File: src/hw/rtl/tvf_pkg.sv
package tvf_pkg;

   // Fixed field widths of the event and result beats and of the CSR port
   localparam int ACTION_BITS    = 3;
   localparam int CHAN_BITS      = 16;
   localparam int FREQ_FIELD_BITS = 32;
   localparam int SLOT_BITS      = 2;
   localparam int CFG_BITS       = 16;
   localparam int CSR_INDEX_BITS = 3;

   // Defaults for the top-level parameters
   localparam int TIMER_BITS_DEF = 16;
   localparam int FREQ_BITS_DEF  = 32;

   // Register reset values, in ticks
   localparam logic [CFG_BITS-1:0] HANG_TICKS_RST    = 16'd10;
   localparam logic [CFG_BITS-1:0] GRACE_TICKS_RST   = 16'd15;
   localparam logic [CFG_BITS-1:0] DWELL_TICKS_RST   = 16'd7;
   localparam logic [CFG_BITS-1:0] GRANT_TO_TICKS_RST = 16'd40;
   localparam logic [CFG_BITS-1:0] BACKOFF_TICKS_RST = 16'd10;

   typedef enum logic [ACTION_BITS-1:0] {
      ACT_TICK  = 3'd0,
      ACT_GRANT = 3'd1,
      ACT_VOICE = 3'd2,
      ACT_QUIET = 3'd3,
      ACT_SYNC_LOST = 3'd4
   } act_type;

   typedef enum logic [1:0] {
      MODE_IDLE   = 2'd0,
      MODE_ARMED  = 2'd1,
      MODE_FOLLOW = 2'd2,
      MODE_HANG   = 2'd3
   } mode_type;

   typedef enum logic [CSR_INDEX_BITS-1:0] {
      CSR_HANG_TICKS     = 3'd0,
      CSR_GRACE_TICKS    = 3'd1,
      CSR_DWELL_TICKS    = 3'd2,
      CSR_GRANT_TO_TICKS = 3'd3,
      CSR_BACKOFF_TICKS  = 3'd4
   } csr_index_type;

   typedef struct packed {
      logic [ACTION_BITS-1:0]     action;
      logic [CHAN_BITS-1:0]       channel;
      logic [FREQ_FIELD_BITS-1:0] freq;
      logic [SLOT_BITS-1:0]       slot;
   } req_type;

   typedef struct packed {
      logic [1:0]                 mode;
      logic                       mode_changed;
      logic                       tune_request;
      logic [FREQ_FIELD_BITS-1:0] tune_freq;
      logic [CHAN_BITS-1:0]       tune_channel;
      logic                       returned_to_cc;
      logic                       grant_ignored;
   } rsp_type;

   typedef struct packed {
      logic [CFG_BITS-1:0] hang_ticks;
      logic [CFG_BITS-1:0] grace_ticks;
      logic [CFG_BITS-1:0] dwell_ticks;
      logic [CFG_BITS-1:0] grant_timeout_ticks;
      logic [CFG_BITS-1:0] backoff_ticks;
   } cfg_type;

endpackage

File: src/hw/rtl/trunk_voice_follow_fsm_core.sv
// Two-slot trunked voice-channel follow controller. Each req beat carries one
// event (tick, grant, voice, quiet, sync lost); each event yields exactly one
// rsp beat with the new mode and any tune, release or grant-ignored flags.
// An event lands in an input register, is evaluated against the controller
// state once the output register is free or being drained, and its result is
// held in the output register, which drives rsp_valid. One event per cycle is
// sustained while rsp_stall stays low. Evaluation is a single combinational
// pass in tvf_engine (timer advance, timeout compares and mode update). Timers
// saturate at 2**TIMER_BITS-1 ticks; frequencies are kept to FREQ_BITS bits.
// Write the csr_ registers only while no event is in flight.
module trunk_voice_follow_fsm_core #(
   parameter int TIMER_BITS = tvf_pkg::TIMER_BITS_DEF,
   parameter int FREQ_BITS  = tvf_pkg::FREQ_BITS_DEF
) (
   input  logic                                clock,
   input  logic                                reset,
   input  logic                                req_valid,
   output logic                                req_stall,
   input  tvf_pkg::req_type                    req_data,
   output logic                                rsp_valid,
   input  logic                                rsp_stall,
   output tvf_pkg::rsp_type                    rsp_data,
   input  logic                                csr_we,
   input  logic [tvf_pkg::CSR_INDEX_BITS-1:0]  csr_index,
   input  logic [tvf_pkg::CFG_BITS-1:0]        csr_wdata
);
   import tvf_pkg::*;

   cfg_type cfg;

   // Input stage: one event beat waiting for evaluation
   logic    in_valid_ff, in_valid_in;
   req_type in_data_ff;
   // Output stage: one result beat waiting for the consumer
   logic    rsp_valid_ff, rsp_valid_in;
   rsp_type rsp_data_ff;
   rsp_type result;

   logic advance;
   logic req_take;

   tvf_csr u_csr (
      .clock     (clock),
      .reset     (reset),
      .csr_we    (csr_we),
      .csr_index (csr_index),
      .csr_wdata (csr_wdata),
      .cfg       (cfg)
   );

   tvf_engine #(
      .TIMER_BITS (TIMER_BITS),
      .FREQ_BITS  (FREQ_BITS)
   ) u_engine (
      .clock  (clock),
      .reset  (reset),
      .fire   (advance),
      .item   (in_data_ff),
      .cfg    (cfg),
      .result (result)
   );

   // Advance the held event whenever the output slot is free or being drained
   assign advance   = in_valid_ff && (!rsp_valid_ff || !rsp_stall);
   // Stall upstream only while the held event cannot move on
   assign req_stall = in_valid_ff && !advance;
   assign req_take  = req_valid && !req_stall;

   always_comb begin
      in_valid_in = req_take || (in_valid_ff && !advance);
      if (advance) begin
         rsp_valid_in = 1'b1;
      end else begin
         rsp_valid_in = rsp_valid_ff && rsp_stall;
      end
   end

   always_ff @(posedge clock) begin
      if (reset) begin
         in_valid_ff  <= 1'b0;
         rsp_valid_ff <= 1'b0;
      end else begin
         in_valid_ff  <= in_valid_in;
         rsp_valid_ff <= rsp_valid_in;
      end
   end

   // Payload registers: load on transfer, hold otherwise
   always_ff @(posedge clock) begin
      if (req_take) begin
         in_data_ff <= req_data;
      end
      if (advance) begin
         rsp_data_ff <= result;
      end
   end

   assign rsp_valid = rsp_valid_ff;
   assign rsp_data  = rsp_data_ff;

`ifndef SYNTHESIS
   // A tune request only comes from an accepted grant, which arms the channel
   a_tune_armed: assert property (@(posedge clock) disable iff (reset)
      rsp_valid && rsp_data.tune_request |-> rsp_data.mode == MODE_ARMED)
      else $error("tune request without armed mode");

   // A release always drops to idle from a busy mode
   a_release_idle: assert property (@(posedge clock) disable iff (reset)
      rsp_valid && rsp_data.returned_to_cc
      |-> rsp_data.mode == MODE_IDLE && rsp_data.mode_changed)
      else $error("release did not return to idle");

   // An ignored grant leaves everything untouched
   a_ignore_quiet: assert property (@(posedge clock) disable iff (reset)
      rsp_valid && rsp_data.grant_ignored
      |-> !rsp_data.tune_request && !rsp_data.mode_changed && !rsp_data.returned_to_cc)
      else $error("ignored grant changed state");

   // The output stage is empty right after reset
   a_reset_empty: assert property (@(posedge clock)
      reset |=> !rsp_valid)
      else $error("result valid after reset");
`endif

endmodule

File: src/hw/rtl/tvf_csr.sv
module tvf_csr (
   input  logic                                clock,
   input  logic                                reset,
   input  logic                                csr_we,
   input  logic [tvf_pkg::CSR_INDEX_BITS-1:0]  csr_index,
   input  logic [tvf_pkg::CFG_BITS-1:0]        csr_wdata,
   output tvf_pkg::cfg_type                    cfg
);
   import tvf_pkg::*;

   cfg_type cfg_ff;
   cfg_type cfg_in;

   always_comb begin
      cfg_in = cfg_ff;
      if (csr_we) begin
         unique case (csr_index)
            CSR_HANG_TICKS:     cfg_in.hang_ticks          = csr_wdata;
            CSR_GRACE_TICKS:    cfg_in.grace_ticks         = csr_wdata;
            CSR_DWELL_TICKS:    cfg_in.dwell_ticks         = csr_wdata;
            CSR_GRANT_TO_TICKS: cfg_in.grant_timeout_ticks = csr_wdata;
            CSR_BACKOFF_TICKS:  cfg_in.backoff_ticks       = csr_wdata;
            default:            cfg_in = cfg_ff;
         endcase
      end
   end

   always_ff @(posedge clock) begin
      if (reset) begin
         cfg_ff.hang_ticks          <= HANG_TICKS_RST;
         cfg_ff.grace_ticks         <= GRACE_TICKS_RST;
         cfg_ff.dwell_ticks         <= DWELL_TICKS_RST;
         cfg_ff.grant_timeout_ticks <= GRANT_TO_TICKS_RST;
         cfg_ff.backoff_ticks       <= BACKOFF_TICKS_RST;
      end else begin
         cfg_ff <= cfg_in;
      end
   end

   assign cfg = cfg_ff;

endmodule

File: src/hw/rtl/tvf_engine.sv
module tvf_engine #(
   parameter int TIMER_BITS = tvf_pkg::TIMER_BITS_DEF,
   parameter int FREQ_BITS  = tvf_pkg::FREQ_BITS_DEF
) (
   input  logic             clock,
   input  logic             reset,
   input  logic             fire,
   input  tvf_pkg::req_type item,
   input  tvf_pkg::cfg_type cfg,
   output tvf_pkg::rsp_type result
);
   import tvf_pkg::*;

   localparam int CMP_BITS = (TIMER_BITS > CFG_BITS) ? TIMER_BITS : CFG_BITS;
   localparam int FW = (FREQ_BITS > FREQ_FIELD_BITS) ? FREQ_BITS : FREQ_FIELD_BITS;

   typedef logic [TIMER_BITS-1:0] tmr_type;
   typedef logic [FREQ_BITS-1:0]  frq_type;

   function automatic tmr_type adv(input tmr_type t);
      return (t == '1) ? t : t + tmr_type'(1);
   endfunction

   function automatic logic expired(input logic seen, input tmr_type t,
                                    input logic [CFG_BITS-1:0] lim);
      return !seen || (CMP_BITS'(t) >= CMP_BITS'(lim));
   endfunction

   mode_type mode_ff, mode_in;
   logic [1:0] busy_ff, busy_in;
   frq_type call_freq_ff, call_freq_in, rel_freq_ff, rel_freq_in;
   tmr_type tune_t_ff, tune_t_in, voice_t_ff, voice_t_in, hang_t_ff, hang_t_in;
   tmr_type follow_t_ff, follow_t_in, rel_t_ff, rel_t_in;
   logic tune_seen_ff, tune_seen_in, voice_seen_ff, voice_seen_in;
   logic hang_seen_ff, hang_seen_in, follow_seen_ff, follow_seen_in;
   logic rel_seen_ff, rel_seen_in;

   frq_type freq_f;
   tmr_type fol_t;
   logic    do_release;
   logic    ignore;
   logic [1:0] quiet_busy;

   assign freq_f = FREQ_BITS'(FW'(item.freq));

   always_comb begin
      mode_in        = mode_ff;
      busy_in        = busy_ff;
      call_freq_in   = call_freq_ff;
      rel_freq_in    = rel_freq_ff;
      tune_t_in      = tune_t_ff;
      voice_t_in     = voice_t_ff;
      hang_t_in      = hang_t_ff;
      follow_t_in    = follow_t_ff;
      rel_t_in       = rel_t_ff;
      tune_seen_in   = tune_seen_ff;
      voice_seen_in  = voice_seen_ff;
      hang_seen_in   = hang_seen_ff;
      follow_seen_in = follow_seen_ff;
      rel_seen_in    = rel_seen_ff;
      do_release     = 1'b0;
      fol_t          = '0;
      quiet_busy     = busy_ff;
      ignore         = 1'b0;
      result         = '0;

      case (item.action)
         ACT_TICK: begin
            tune_t_in   = adv(tune_t_ff);
            voice_t_in  = adv(voice_t_ff);
            hang_t_in   = adv(hang_t_ff);
            follow_t_in = adv(follow_t_ff);
            rel_t_in    = adv(rel_t_ff);
            fol_t       = follow_seen_ff ? follow_t_in : '0;
            unique case (mode_ff)
               MODE_ARMED:
                  do_release = expired(tune_seen_ff, tune_t_in, cfg.grant_timeout_ticks)
                               && (busy_ff == 2'b00);
               MODE_FOLLOW:
                  do_release = expired(tune_seen_ff, tune_t_in, cfg.grace_ticks)
                               && expired(voice_seen_ff, voice_t_in, cfg.hang_ticks)
                               && (CMP_BITS'(fol_t) >= CMP_BITS'(cfg.dwell_ticks))
                               && (busy_ff == 2'b00);
               MODE_HANG:
                  do_release = expired(hang_seen_ff, hang_t_in, cfg.hang_ticks);
               MODE_IDLE:
                  do_release = 1'b0;
               default:
                  do_release = 1'b0;
            endcase
         end
         ACT_GRANT: begin
            ignore = rel_seen_ff && (rel_freq_ff != '0) && (freq_f != '0)
                     && (freq_f == rel_freq_ff)
                     && (CMP_BITS'(rel_t_ff) < CMP_BITS'(cfg.backoff_ticks));
            if (!ignore) begin
               call_freq_in  = freq_f;
               tune_t_in     = '0;
               tune_seen_in  = 1'b1;
               voice_t_in    = '0;
               voice_seen_in = 1'b0;
               busy_in       = 2'b00;
               mode_in       = MODE_ARMED;
               if (freq_f != '0) begin
                  result.tune_request = 1'b1;
                  result.tune_freq    = FREQ_FIELD_BITS'(FW'(freq_f));
                  result.tune_channel = item.channel;
               end
            end
         end
         ACT_VOICE: begin
            if (!item.slot[1]) busy_in[item.slot[0]] = 1'b1;
            voice_t_in    = '0;
            voice_seen_in = 1'b1;
            if (mode_ff == MODE_ARMED || mode_ff == MODE_HANG) begin
               mode_in        = MODE_FOLLOW;
               follow_t_in    = '0;
               follow_seen_in = 1'b1;
            end
         end
         ACT_QUIET: begin
            if (!item.slot[1]) quiet_busy[item.slot[0]] = 1'b0;
            busy_in = quiet_busy;
            if (quiet_busy == 2'b00) begin
               hang_t_in    = '0;
               hang_seen_in = 1'b1;
               mode_in      = MODE_HANG;
            end
         end
         ACT_SYNC_LOST: begin
            if ((mode_ff == MODE_FOLLOW || mode_ff == MODE_ARMED)
                && expired(tune_seen_ff, tune_t_ff, cfg.grace_ticks)
                && (busy_ff == 2'b00)) begin
               hang_t_in    = '0;
               hang_seen_in = 1'b1;
               mode_in      = MODE_HANG;
            end
         end
         default: ;
      endcase

      // Drop the call and start the backoff window
      if (do_release) begin
         rel_freq_in    = call_freq_ff;
         rel_t_in       = '0;
         rel_seen_in    = 1'b1;
         call_freq_in   = '0;
         busy_in        = 2'b00;
         tune_seen_in   = 1'b0;
         voice_seen_in  = 1'b0;
         hang_seen_in   = 1'b0;
         follow_seen_in = 1'b0;
         tune_t_in      = '0;
         voice_t_in     = '0;
         hang_t_in      = '0;
         follow_t_in    = '0;
         mode_in        = MODE_IDLE;
      end

      result.mode           = mode_in;
      result.mode_changed   = (mode_in != mode_ff);
      result.returned_to_cc = do_release;
      result.grant_ignored  = ignore;
   end

   always_ff @(posedge clock) begin
      if (reset) begin
         mode_ff        <= MODE_IDLE;
         busy_ff        <= 2'b00;
         call_freq_ff   <= '0;
         rel_freq_ff    <= '0;
         tune_t_ff      <= '0;
         voice_t_ff     <= '0;
         hang_t_ff      <= '0;
         follow_t_ff    <= '0;
         rel_t_ff       <= '0;
         tune_seen_ff   <= 1'b0;
         voice_seen_ff  <= 1'b0;
         hang_seen_ff   <= 1'b0;
         follow_seen_ff <= 1'b0;
         rel_seen_ff    <= 1'b0;
      end else if (fire) begin
         mode_ff        <= mode_in;
         busy_ff        <= busy_in;
         call_freq_ff   <= call_freq_in;
         rel_freq_ff    <= rel_freq_in;
         tune_t_ff      <= tune_t_in;
         voice_t_ff     <= voice_t_in;
         hang_t_ff      <= hang_t_in;
         follow_t_ff    <= follow_t_in;
         rel_t_ff       <= rel_t_in;
         tune_seen_ff   <= tune_seen_in;
         voice_seen_ff  <= voice_seen_in;
         hang_seen_ff   <= hang_seen_in;
         follow_seen_ff <= follow_seen_in;
         rel_seen_ff    <= rel_seen_in;
      end
   end

endmodule

File: config.mk
export PLATFORM = sky130hd
export DESIGN_NAME = trunk_voice_follow_fsm_core
export DESIGN_NICKNAME = d
export VERILOG_FILES = /design/src/hw/rtl/tvf_pkg.sv /design/src/hw/rtl/trunk_voice_follow_fsm_core.sv /design/src/hw/rtl/tvf_csr.sv /design/src/hw/rtl/tvf_engine.sv
export SDC_FILE = /design/constraint.sdc
export NUM_CORES = 1
export LEC_CHECK = 0
export BUFFER_PORTS_ARGS = -buffer_cell sky130_fd_sc_hd__buf_2
export CORE_ASPECT_RATIO = 1.5
export CORE_MARGIN = 1.5
export CORE_UTILIZATION = 55
export DETAILED_ROUTE_END_ITERATION = 16
export PLACE_DENSITY_LB_ADDON = 0.08
export SYNTH_ARGS = -nofsm -noshare
export SYNTH_HDL_FRONTEND = slang
export SYNTH_SLANG_ARGS = --single-unit
File: constraint.sdc
create_clock -name clock -period 4 [get_ports clock]
set_input_delay 0.8 -clock clock [delete_from_list [all_inputs] [get_ports clock]]
set_output_delay 0.8 -clock clock [all_outputs]
set_load 0.02 [all_outputs]
* Yosys cells after proc, flatten, opt, wreduce, memory -nomap -nowiden
Cells that the tools add are included.
** Cells by class
- Reductions and logical operators :: 67
- Equal/unequal tests :: 25
- Multiplexer cells :: 54
- Bitwise gates (word level) :: 5
- Add/sub/neg operators :: 5
- Magnitude comparators :: 9
** Operators by type and width (number)
- $mux 16 :: 16
- $ge 16x16->1 :: 6
- $mux 32 :: 3
- $pmux 16 s3 :: 2
- $add 16x1->16 const B :: 5
- $eq 16x16->1 const B :: 5
- $pmux 16 s2 :: 2
- $reduce_bool 32->1 :: 2
- $mux 49 :: 1
- $eq 32x32->1 :: 1
- $reduce_and 3->1 :: 7
- $mux 2 :: 10
- $lt 16x16->1 :: 1
- $logic_and 1x1->1 :: 15
- $mux 1 :: 14
- $eq 3x2->1 const B :: 4
- $reduce_and 2->1 :: 6
- $reduce_and 4->1 :: 3
- $reduce_bool 3->1 :: 4
- $reduce_bool 4->1 :: 3
- $logic_or 1x1->1 :: 9
- $ne 3x1->1 const B :: 3
- $pmux 2 s4 :: 1
- $reduce_bool 2->1 :: 4
- 22 further kinds :: 38
** Storage, ports and cells
- Input port bits :: 77
- Bits in registers :: 342

* Depth between registers and ports, before layout
Gate-level depths: netlist (run 1).
- Word-level depth :: 13
- Depth in mapped cells :: 19
- Depth with buffers taken out :: 18

* By module
A second synthesis (run 1) with hierarchy kept.
** Second synthesis, totals
- Cells, all modules :: 1800
- Area total of the unflattened synthesis :: 17621.9 µm²
** Modules (own cells, without submodules)
- tvf_engine :: area each 11140.7 µm², instances 1, cells an instance 1396
- trunk_voice_follow_fsm_core :: area each 3299.4 µm², instances 1, cells an instance 117
- tvf_csr :: area each 3181.8 µm², instances 1, cells an instance 287

* Worst setup path before layout (run 1)
No wires, ideal clock.
- Path kind :: register to register
- Start point :: register u_engine.follow_t_ff[0]
- End point :: register u_engine.call_freq_ff[11]
- Arrival :: 4.121 ns
- Required time :: 3.883 ns
- Path buffers :: 2
- Setup time :: 0.117 ns
- Stages on the path, launching flop included :: 20
- Path slack :: -0.238 ns
- Cells stage by stage :: dfxtp_1 ha_1 nand2_1 or3_1 or3_1 clkbuf_1 and2_1 nand3_1 xor2_1 nor2b_1 ha_1 a211o_1 nor2_1 a211oi_1 o31ai_1 nand4b_2 o21ai_4 a41oi_4 buf_6 a22o_1
** Between the ends
- Longest elaborated chain between the ends :: 10
- Elaborated cells on any way between the ends :: 13
- Classes of those cells :: 1 x add/sub; 1 x order compare; 2 x eq/ne; 5 x mux; 4 x reduce/logical
** RTL lines
- start, declared :: RTL line tvf_engine.sv:33 : tmr_type follow_t_ff, follow_t_in, rel_t_ff, rel_t_in;
- start signal, assigned :: RTL line tvf_engine.sv:190 : follow_t_ff <= follow_t_in;
- $add 16x1->16 / $eq 16x16->1 (equally long branches) :: RTL line tvf_engine.sv:21 : return (t == '1) ? t : t + tmr_type'(1);
- $mux 16 (*) :: RTL line tvf_engine.sv:21
- $mux 16 (*) :: RTL line tvf_engine.sv:74 : fol_t = follow_seen_ff ? follow_t_in : '0;
- $ge 16x16->1 (*) :: RTL line tvf_engine.sv:82 : && (CMP_BITS'(fol_t) >= CMP_BITS'(cfg.dwell_ticks))
- $logic_and 1x1->1 (*) :: RTL line tvf_engine.sv:82
- $logic_and 1x1->1 (*) :: RTL line tvf_engine.sv:83 : && (busy_ff == 2'b00);
- $pmux 1 s4 (*) :: RTL line tvf_engine.sv:75 : unique case (mode_ff)
- $mux 1 (*) :: RTL line tvf_engine.sv:67 : case (item.action)
- $ne 2x1->1 (no line) / $reduce_bool 2->1 (equally long branches)
- $reduce_and 3->1 (no line)
- end signal, assigned :: RTL line tvf_engine.sv:185 : call_freq_ff <= call_freq_in;
- end, declared :: RTL line tvf_engine.sv:31 : frq_type call_freq_ff, call_freq_in, rel_freq_ff, rel_freq_in;
Every way passes the cells marked *; elsewhere a longest branch is shown, timed or not.
A chain may end at the register's enable or synchronous reset.

* Final worst setup path (run 1)
- Start point :: register u_engine.follow_t_ff[0]
- End point :: register u_engine.rel_t_ff[13]
** Between the ends
- Longest elaborated chain between the ends :: 10
- Elaborated cells on any way between the ends :: 13
- Classes of those cells :: 1 x add/sub; 1 x order compare; 2 x eq/ne; 5 x mux; 4 x reduce/logical
** RTL lines
- $add 16x1->16 / $eq 16x16->1 (equally long branches) :: RTL line tvf_engine.sv:21
- $mux 16 (*) :: RTL line tvf_engine.sv:21
- $mux 16 (*) :: RTL line tvf_engine.sv:74
- $ge 16x16->1 (*) :: RTL line tvf_engine.sv:82
- $logic_and 1x1->1 (*) :: RTL line tvf_engine.sv:82
- $logic_and 1x1->1 (*) :: RTL line tvf_engine.sv:83
- $pmux 1 s4 (*) :: RTL line tvf_engine.sv:75
- $mux 1 (*) :: RTL line tvf_engine.sv:67
- $ne 2x1->1 (no line) / $reduce_bool 2->1 (equally long branches)
- $reduce_and 3->1 (no line)
- end signal, assigned :: RTL line tvf_engine.sv:191 : rel_t_ff <= rel_t_in;
- end, declared :: RTL line tvf_engine.sv:33
Marked as above.

==> flow_summary.yaml, run 1 <==
timing:
  min_period_over_period_pct: 103
  clock_skew_ns: 0.0162
  hold_violations: 0
  worst_slew_pin_slew_ns: 0.888
  period_needed_ns: 4.10
  rsz0062_at_grt: "yes"
  slew_headroom_pct: 40.8
  fin_ws_ns: -0.102
  setup_viol: 45
  clock.fmax_ghz: 0.244
  slew_violations: 0
status:
  status: "complete, but fails checks"
  failed_checks: "negative setup slack"
clock_tree:
  root_buffer: "clkbuf_16"
  cts.clk_slew.worst_paths_ns: 0.06
  clock_latency_ns: 0.53
  cts_made_buffers: 35
  htreeDepth: 2
  ctsHoldBuffers: 0
  cts_tree: "built"
  cts_buffer_depth: 3
  clock_sinks: 342
pwr:
  switching_share_pct: 23.5
  vdd_drop_max_uv: 486
  intPower_w: 0.00585
  p_leak_nw: 8.61
  seq_power_share_pct: 48.9
  combPwrFrac_pct: 7.0
  clkPwrFrac_pct: 44.1
  p_switching_w: 0.00180
  p_per_area_nw_per_um2: 354
  p_total_w: 0.00765
synth:
  synthMostInstantiatedCell: "dfxtp_1"
  synthCells: 1857
  synthArstFlopShare_pct: 0
  synthTopCellsByCount: "dfxtp_1 (235), nand2_1 (231), a21oi_1 (139)"
  synthFlopType: "dfxtp_1"
  ys_types: 87
  yosys_register_bits: 342
  yosys_warnings: 0
  netlist_area_um2: 17400
  synth_top_area_share_pct: 27.0
  ys_seq_area_share_pct: 45.5
  synth-edff-count: 107
  synthTopCellsByArea: "dfxtp_1 (27%), edfxtp_1 (18%), ha_1 (8.6%)"
  synth.avg_cell_area_um2: 9.37
  synth_nets: 2054
  synth_top_area_cell: "dfxtp_1"
drt:
  wirelength_mm: 49.7
  routed_via_density: 5.88
  post_drt_wl_per_cell_um: 19.5
  drc_errors: 0
  num_vias: 15000
  drt_iter0_drc: 1010
  antenna_left: 0
  first_pass_iters: 5
finish:
  nets: 2315
  final_core_util_pct: 69.5
  area.growth.synth_to_final_pct: 24.0
  drive_gt1_share_pct: 23.3
  antenna_cells: 0
global_route:
  grt_pass1_wl_mm: 75.3
  grt_pass1_vias: 14800
  gr-total-overflow: 0
  antenna_found_initial: 0
  grtUsageTotal_pct: 29.1
  grt_max_degree: 79
place:
  gp_congestion: 0.926
  io_buffers: 132
  dpl.hpwl_mm: 34.1
critical_path:
  cp-end-kind: "flop"
  start_kind: "flop"
  worstPathMaxFanout: 4
  worstSetupPathType: "flop to flop"
  crit_arrival_ns: 4.51
  cp.required_ns: 4.41
floorplan:
  rows: 79
  start_util_pct: 56.1
  die_x_um: 148
  core_um2: 31000
  die-area_um2: 32700
  io_pins: 133
  die_h_um: 221
hold_path:
  hold_path_class: "input pin to flop"
run:
  maxCapViolCount: 0
cells in the final DEF, fill, tap and decap left out, types with 9 or more instances in the layout:
master / instances
dfxtp_1: 226
nand2_1: 225
o21ai_1: 19
a21o_1: 13
xnor2_1: 26
nand3_1: 59
a21oi_1: 131
clkbuf_16: 43
a21oi_2: 9
nand4_1: 40
inv_1: 101
o21a_1: 10
o211ai_1: 25
xor2_1: 41
and2_1: 68
nand2b_1: 13
buf_12: 9
nor2_2: 9
nor2_1: 117
a211o_1: 10
a22o_1: 42
nor3_1: 17
or3_1: 16
buf_2: 131
ha_1: 113
buf_6: 13
dfxtp_2: 9
nor4_1: 33
buf_4: 144
a22oi_1: 18
a31oi_1: 10
mux2i_1: 38
edfxtp_1: 107
o21ai_0: 29
and3_1: 14
power groups by stage:
stage	Clock (W)	Sequential [W]	Combinational, W
detailed placement	0	0.00381	0.000492
global route	0.00357	0.00374	0.000575
finish	0.00338	0.00374	0.000536
CTS	0.00343	0.00374	0.000512
floorplan	0	0.00383	0.000254
global placement	0	0.00381	0.000485
registers in the layout (all words and copies together) (netlist names), 2 cells and up:
name                   flops
in_data_ff                53
rsp_data                  54
u_csr.cfg                 80
u_engine.busy_ff           2
u_engine.call_freq_ff     32
u_engine.follow_t_ff      16
u_engine.hang_t_ff        16
u_engine.mode_ff           2
u_engine.rel_freq_ff      32
u_engine.rel_t_ff         16
u_engine.tune_t_ff        16
u_engine.voice_t_ff       16
what timing repair did:
item | 4_1_cts | 5_1_grt
setup buffers | 13 | 19
endpoints found under the hold margin | 0 | 0
cloned | 2 | 6
gates resized for setup | 41 | 112
setup endpoints to repair | 155 | 149
pin swaps | 19 | 72
metrics by stage:
step / hold slack, ns / cells / area [um^2] / setup slack (ns) / setup TNS, ns
floorplan: 0.432 / 1857 / 17400 / -0.0585 / -0.100
global placement: 0.443 / 2452 / 19400 / -0.441 / -34.67
detailed placement: 0.446 / 2452 / 19400 / -0.455 / -36.46
CTS: 0.427 / 2530 / 20900 / -0.0265 / -0.0658
global route: 0.425 / 2550 / 21600 / -0.215 / -13.69
finish: 0.440 / 2550 / 21600 / -0.102 / -1.70
critical path: stages (launching register included):
cell and delay (ns):
dfxtp_2 0.35, ha_4 0.14, nand2_2 0.05, or3_4 0.38, or3_4 0.36, and2_4 0.17
nand3_4 0.08, xor2_4 0.18, nor2b_2 0.06, ha_1 0.30, a211o_1 0.18, nor2_2 0.05
a211oi_2 0.26, o31ai_4 0.10, and4b_4 0.41, a21oi_4 0.10, or4_4 0.49, mux2_4 0.31
logic make-up after synthesis:
kind of cell | after synthesis | share of synthesized area (%)
AND/OR/NAND/NOR | 695 | 19.8
AO/OA/AOI/OAI | 399 | 15.5
flip-flops | 342 | 45.5
buffers and inverters | 186 | 4.37
adder cells (fa/ha/maj) | 120 | 8.63
XOR/XNOR | 71 | 3.57
multiplexers | 44 | 2.57
final timing paths:
path	depth (start not counted)	start	slack, ns	to
hold / removal	1	req_data[14]	0.44	in_data_ff[14]$_DFFE_PP_
setup reg to reg	17	u_engine.follow_t_ff[0]$_SDFFE_PP0P_	-0.10	u_engine.rel_t_ff[13]$_SDFFE_PP0P_
setup / recovery	17	u_engine.follow_t_ff[0]$_SDFFE_PP0P_	-0.10	u_engine.rel_t_ff[13]$_SDFFE_PP0P_
hold reg to reg	2	u_csr.cfg[56]$_SDFFE_PP0P_	0.45	u_csr.cfg[56]$_SDFFE_PP0P_
layer usage:
metal | share of wire, % | GRT usage, % | up-vias
li1 | - | - | 7216
met1 | 38 | 32.3 | 7155
met2 | 52 | 53.8 | 469
met3 | 4.6 | 3.92 | 145
met4 | 5.3 | 14.1 | 0
met5 | 0 | 0 | -
cell type report:
class                   count  area [um^2]
multi-input cells        1329         9310
well taps                 405          507
flip-flops and latches    342         7930
repair buffers            305         2240
inverters                 105          394
clock inverters            12          128
clock buffers              52         1070
fillers                  2450         9460
(Power assumes the default switching activity.)
==> run 2, diff against run 1 <==
Settings changed: CORE_MARGIN 1.5 to 4, SKIP_CTS_REPAIR_TIMING set to 1.
==> flow_summary.yaml, run 2 (synthesis results as in run 1) <==
clock_tree:
  cts.clk_slew.worst_paths_ns: 0.06
  clock_sinks: 342
  cts_tree: "built"
  htreeDepth: 2
  cts_made_buffers: 35
  clock_latency_ns: 0.54
  cts_buffer_depth: 3
  root_buffer: "clkbuf_16"
status:
  failed_checks: "negative setup slack"
  status: "complete, but fails checks"
drt:
  drc_errors: 0
  drt_iter0_drc: 859
  num_vias: 15000
  antenna_left: 0
  routed_via_density: 5.89
  wirelength_mm: 48.5
  post_drt_wl_per_cell_um: 19.1
  first_pass_iters: 5
timing:
  worst_slew_pin_slew_ns: 0.930
  hold_violations: 0
  clock_skew_ns: 0.0212
  setup_viol: 78
  fin_tns_setup_ns: -2.40
  slew_violations: 0
  min_period_over_period_pct: 102
  slew_headroom_pct: 38.0
  period_needed_ns: 4.10
  whs_ns: 0.439
  fin_ws_ns: -0.0996
  clock.fmax_ghz: 0.244
  rsz0062_at_grt: "yes"
place:
  dpl.hpwl_mm: 34.5
  gp_congestion: 0.910
  io_buffers: 132
  dpl-instance-area_um2: 19500
finish:
  nets: 2310
  final_cell_mix: "nand2_1 (228), dfxtp_1 (218), buf_4 (145)"
  drive_gt1_share_pct: 21.6
  antenna_cells: 0
  layout_commonest_cell: "nand2_1"
  area.growth.synth_to_final_pct: 21.7
  final_cell_area_um2: 21200
  largest_reg_flops: 80
  nFillCells: 2529
global_route:
  grt_max_degree: 150
  grt_pass1_vias: 14900
  grtUsageTotal_pct: 27.0
  grt_pass1_wl_mm: 76.1
  antenna_found_initial: 0
  gr-total-overflow: 0
floorplan:
  rows: 79
  die-area_um2: 34600
  core_um2: 31100
  start_util_pct: 55.9
  io_pins: 133
  die_x_um: 153
  die_h_um: 226
hold_path:
  hold_depth: 1
  hold_path_class: "input pin to flop"
pwr:
  switching_share_pct: 24.5
  intPower_w: 0.00566
  p_per_area_nw_per_um2: 354
  p_switching_w: 0.00183
  p_leak_nw: 8.46
  seq_power_share_pct: 49.8
  combPwrFrac_pct: 6.8
  vdd_drop_max_uv: 399
  clkPwrFrac_pct: 43.4
critical_path:
  cp-end-kind: "flop"
  cp.required_ns: 4.47
  worstSetupPathType: "flop to flop"
  start_kind: "flop"
  worstPathMaxFanout: 7
  crit_arrival_ns: 4.57
  reg2regPathDepth: 19
run:
  maxCapViolCount: 0
run 2: stage by stage:
step / setup WS (ns) / util (%) / power (W) / std cells
2_1_floorplan: -0.0585 / - / 0.00408 / 1857
3_3_place_gp: -0.199 / 62.5 / 0.00430 / 2460
3_5_place_dp: -0.262 / 62.5 / 0.00431 / 2460
4_1_cts: -0.313 / 66.1 / 0.00754 / 2524
5_1_grt: -0.273 / 68.0 / 0.00774 / 2545
6_report: -0.0996 / 68.0 / 0.00750 / 2545
run 2: power by group through the flow:
| stage | sequential [W] | clock, W | combinational [W] |
|---|---|---|---|
| after floorplan | 0.00383 | 0 | 0.000254 |
| after global placement | 0.00381 | 0 | 0.000486 |
| after detailed placement | 0.00381 | 0 | 0.000495 |
| after CTS | 0.00374 | 0.00330 | 0.000499 |
| after global routing | 0.00374 | 0.00344 | 0.000557 |
| final | 0.00374 | 0.00325 | 0.000511 |
run 2: worst max-delay path, cell delays in order, from the launching register on:
cell and delay, ns:
dfxtp_2 0.36, ha_4 0.14, nand2_2 0.05, or3_4 0.36, or3_4 0.35, and2_4 0.17
nand3_4 0.08, xor2_2 0.15, nor2b_1 0.07, ha_1 0.31, a211o_1 0.29, nor2_2 0.13
a211oi_2 0.09, o31ai_4 0.31, nand4b_4 0.25, buf_12 0.12, o21ai_4 0.06, buf_6 0.15
or4_1 0.46, a21oi_1 0.12
run 2: per-layer routing:
layer  up-vias  part of all wire, %  track usage [%]
met5         -                    0                0
met4         0                  5.1             12.9
met3       147                  5.2             3.68
met2       477                   52             49.7
met1      7177                   38             30.6
li1       7200                    -                -
run 2: worst paths after layout:
kind                                        startpoint                                    to  slack [ns]
setup / recovery  u_engine.follow_t_ff[1]$_SDFFE_PP0P_  u_engine.voice_t_ff[10]$_SDFFE_PP0P_        -0.1
hold / removal                            req_data[12]              in_data_ff[12]$_DFFE_PP_        0.44
setup reg to reg  u_engine.follow_t_ff[1]$_SDFFE_PP0P_  u_engine.voice_t_ff[10]$_SDFFE_PP0P_        -0.1
hold reg to reg             u_csr.cfg[59]$_SDFFE_PP0P_            u_csr.cfg[59]$_SDFFE_PP0P_        0.45
run 2: layout make-up:
cell class | count | area (um^2) | area share, %
inverters | 105 | 394 | 1.86
well taps | 405 | 507 | 2.39
clock inverters | 21 | 181 | 0.857
multi-input cells | 1329 | 9070 | 42.8
repair buffers | 300 | 2150 | 10.1
flip-flops and latches | 342 | 7940 | 37.5
clock buffers | 43 | 936 | 4.42
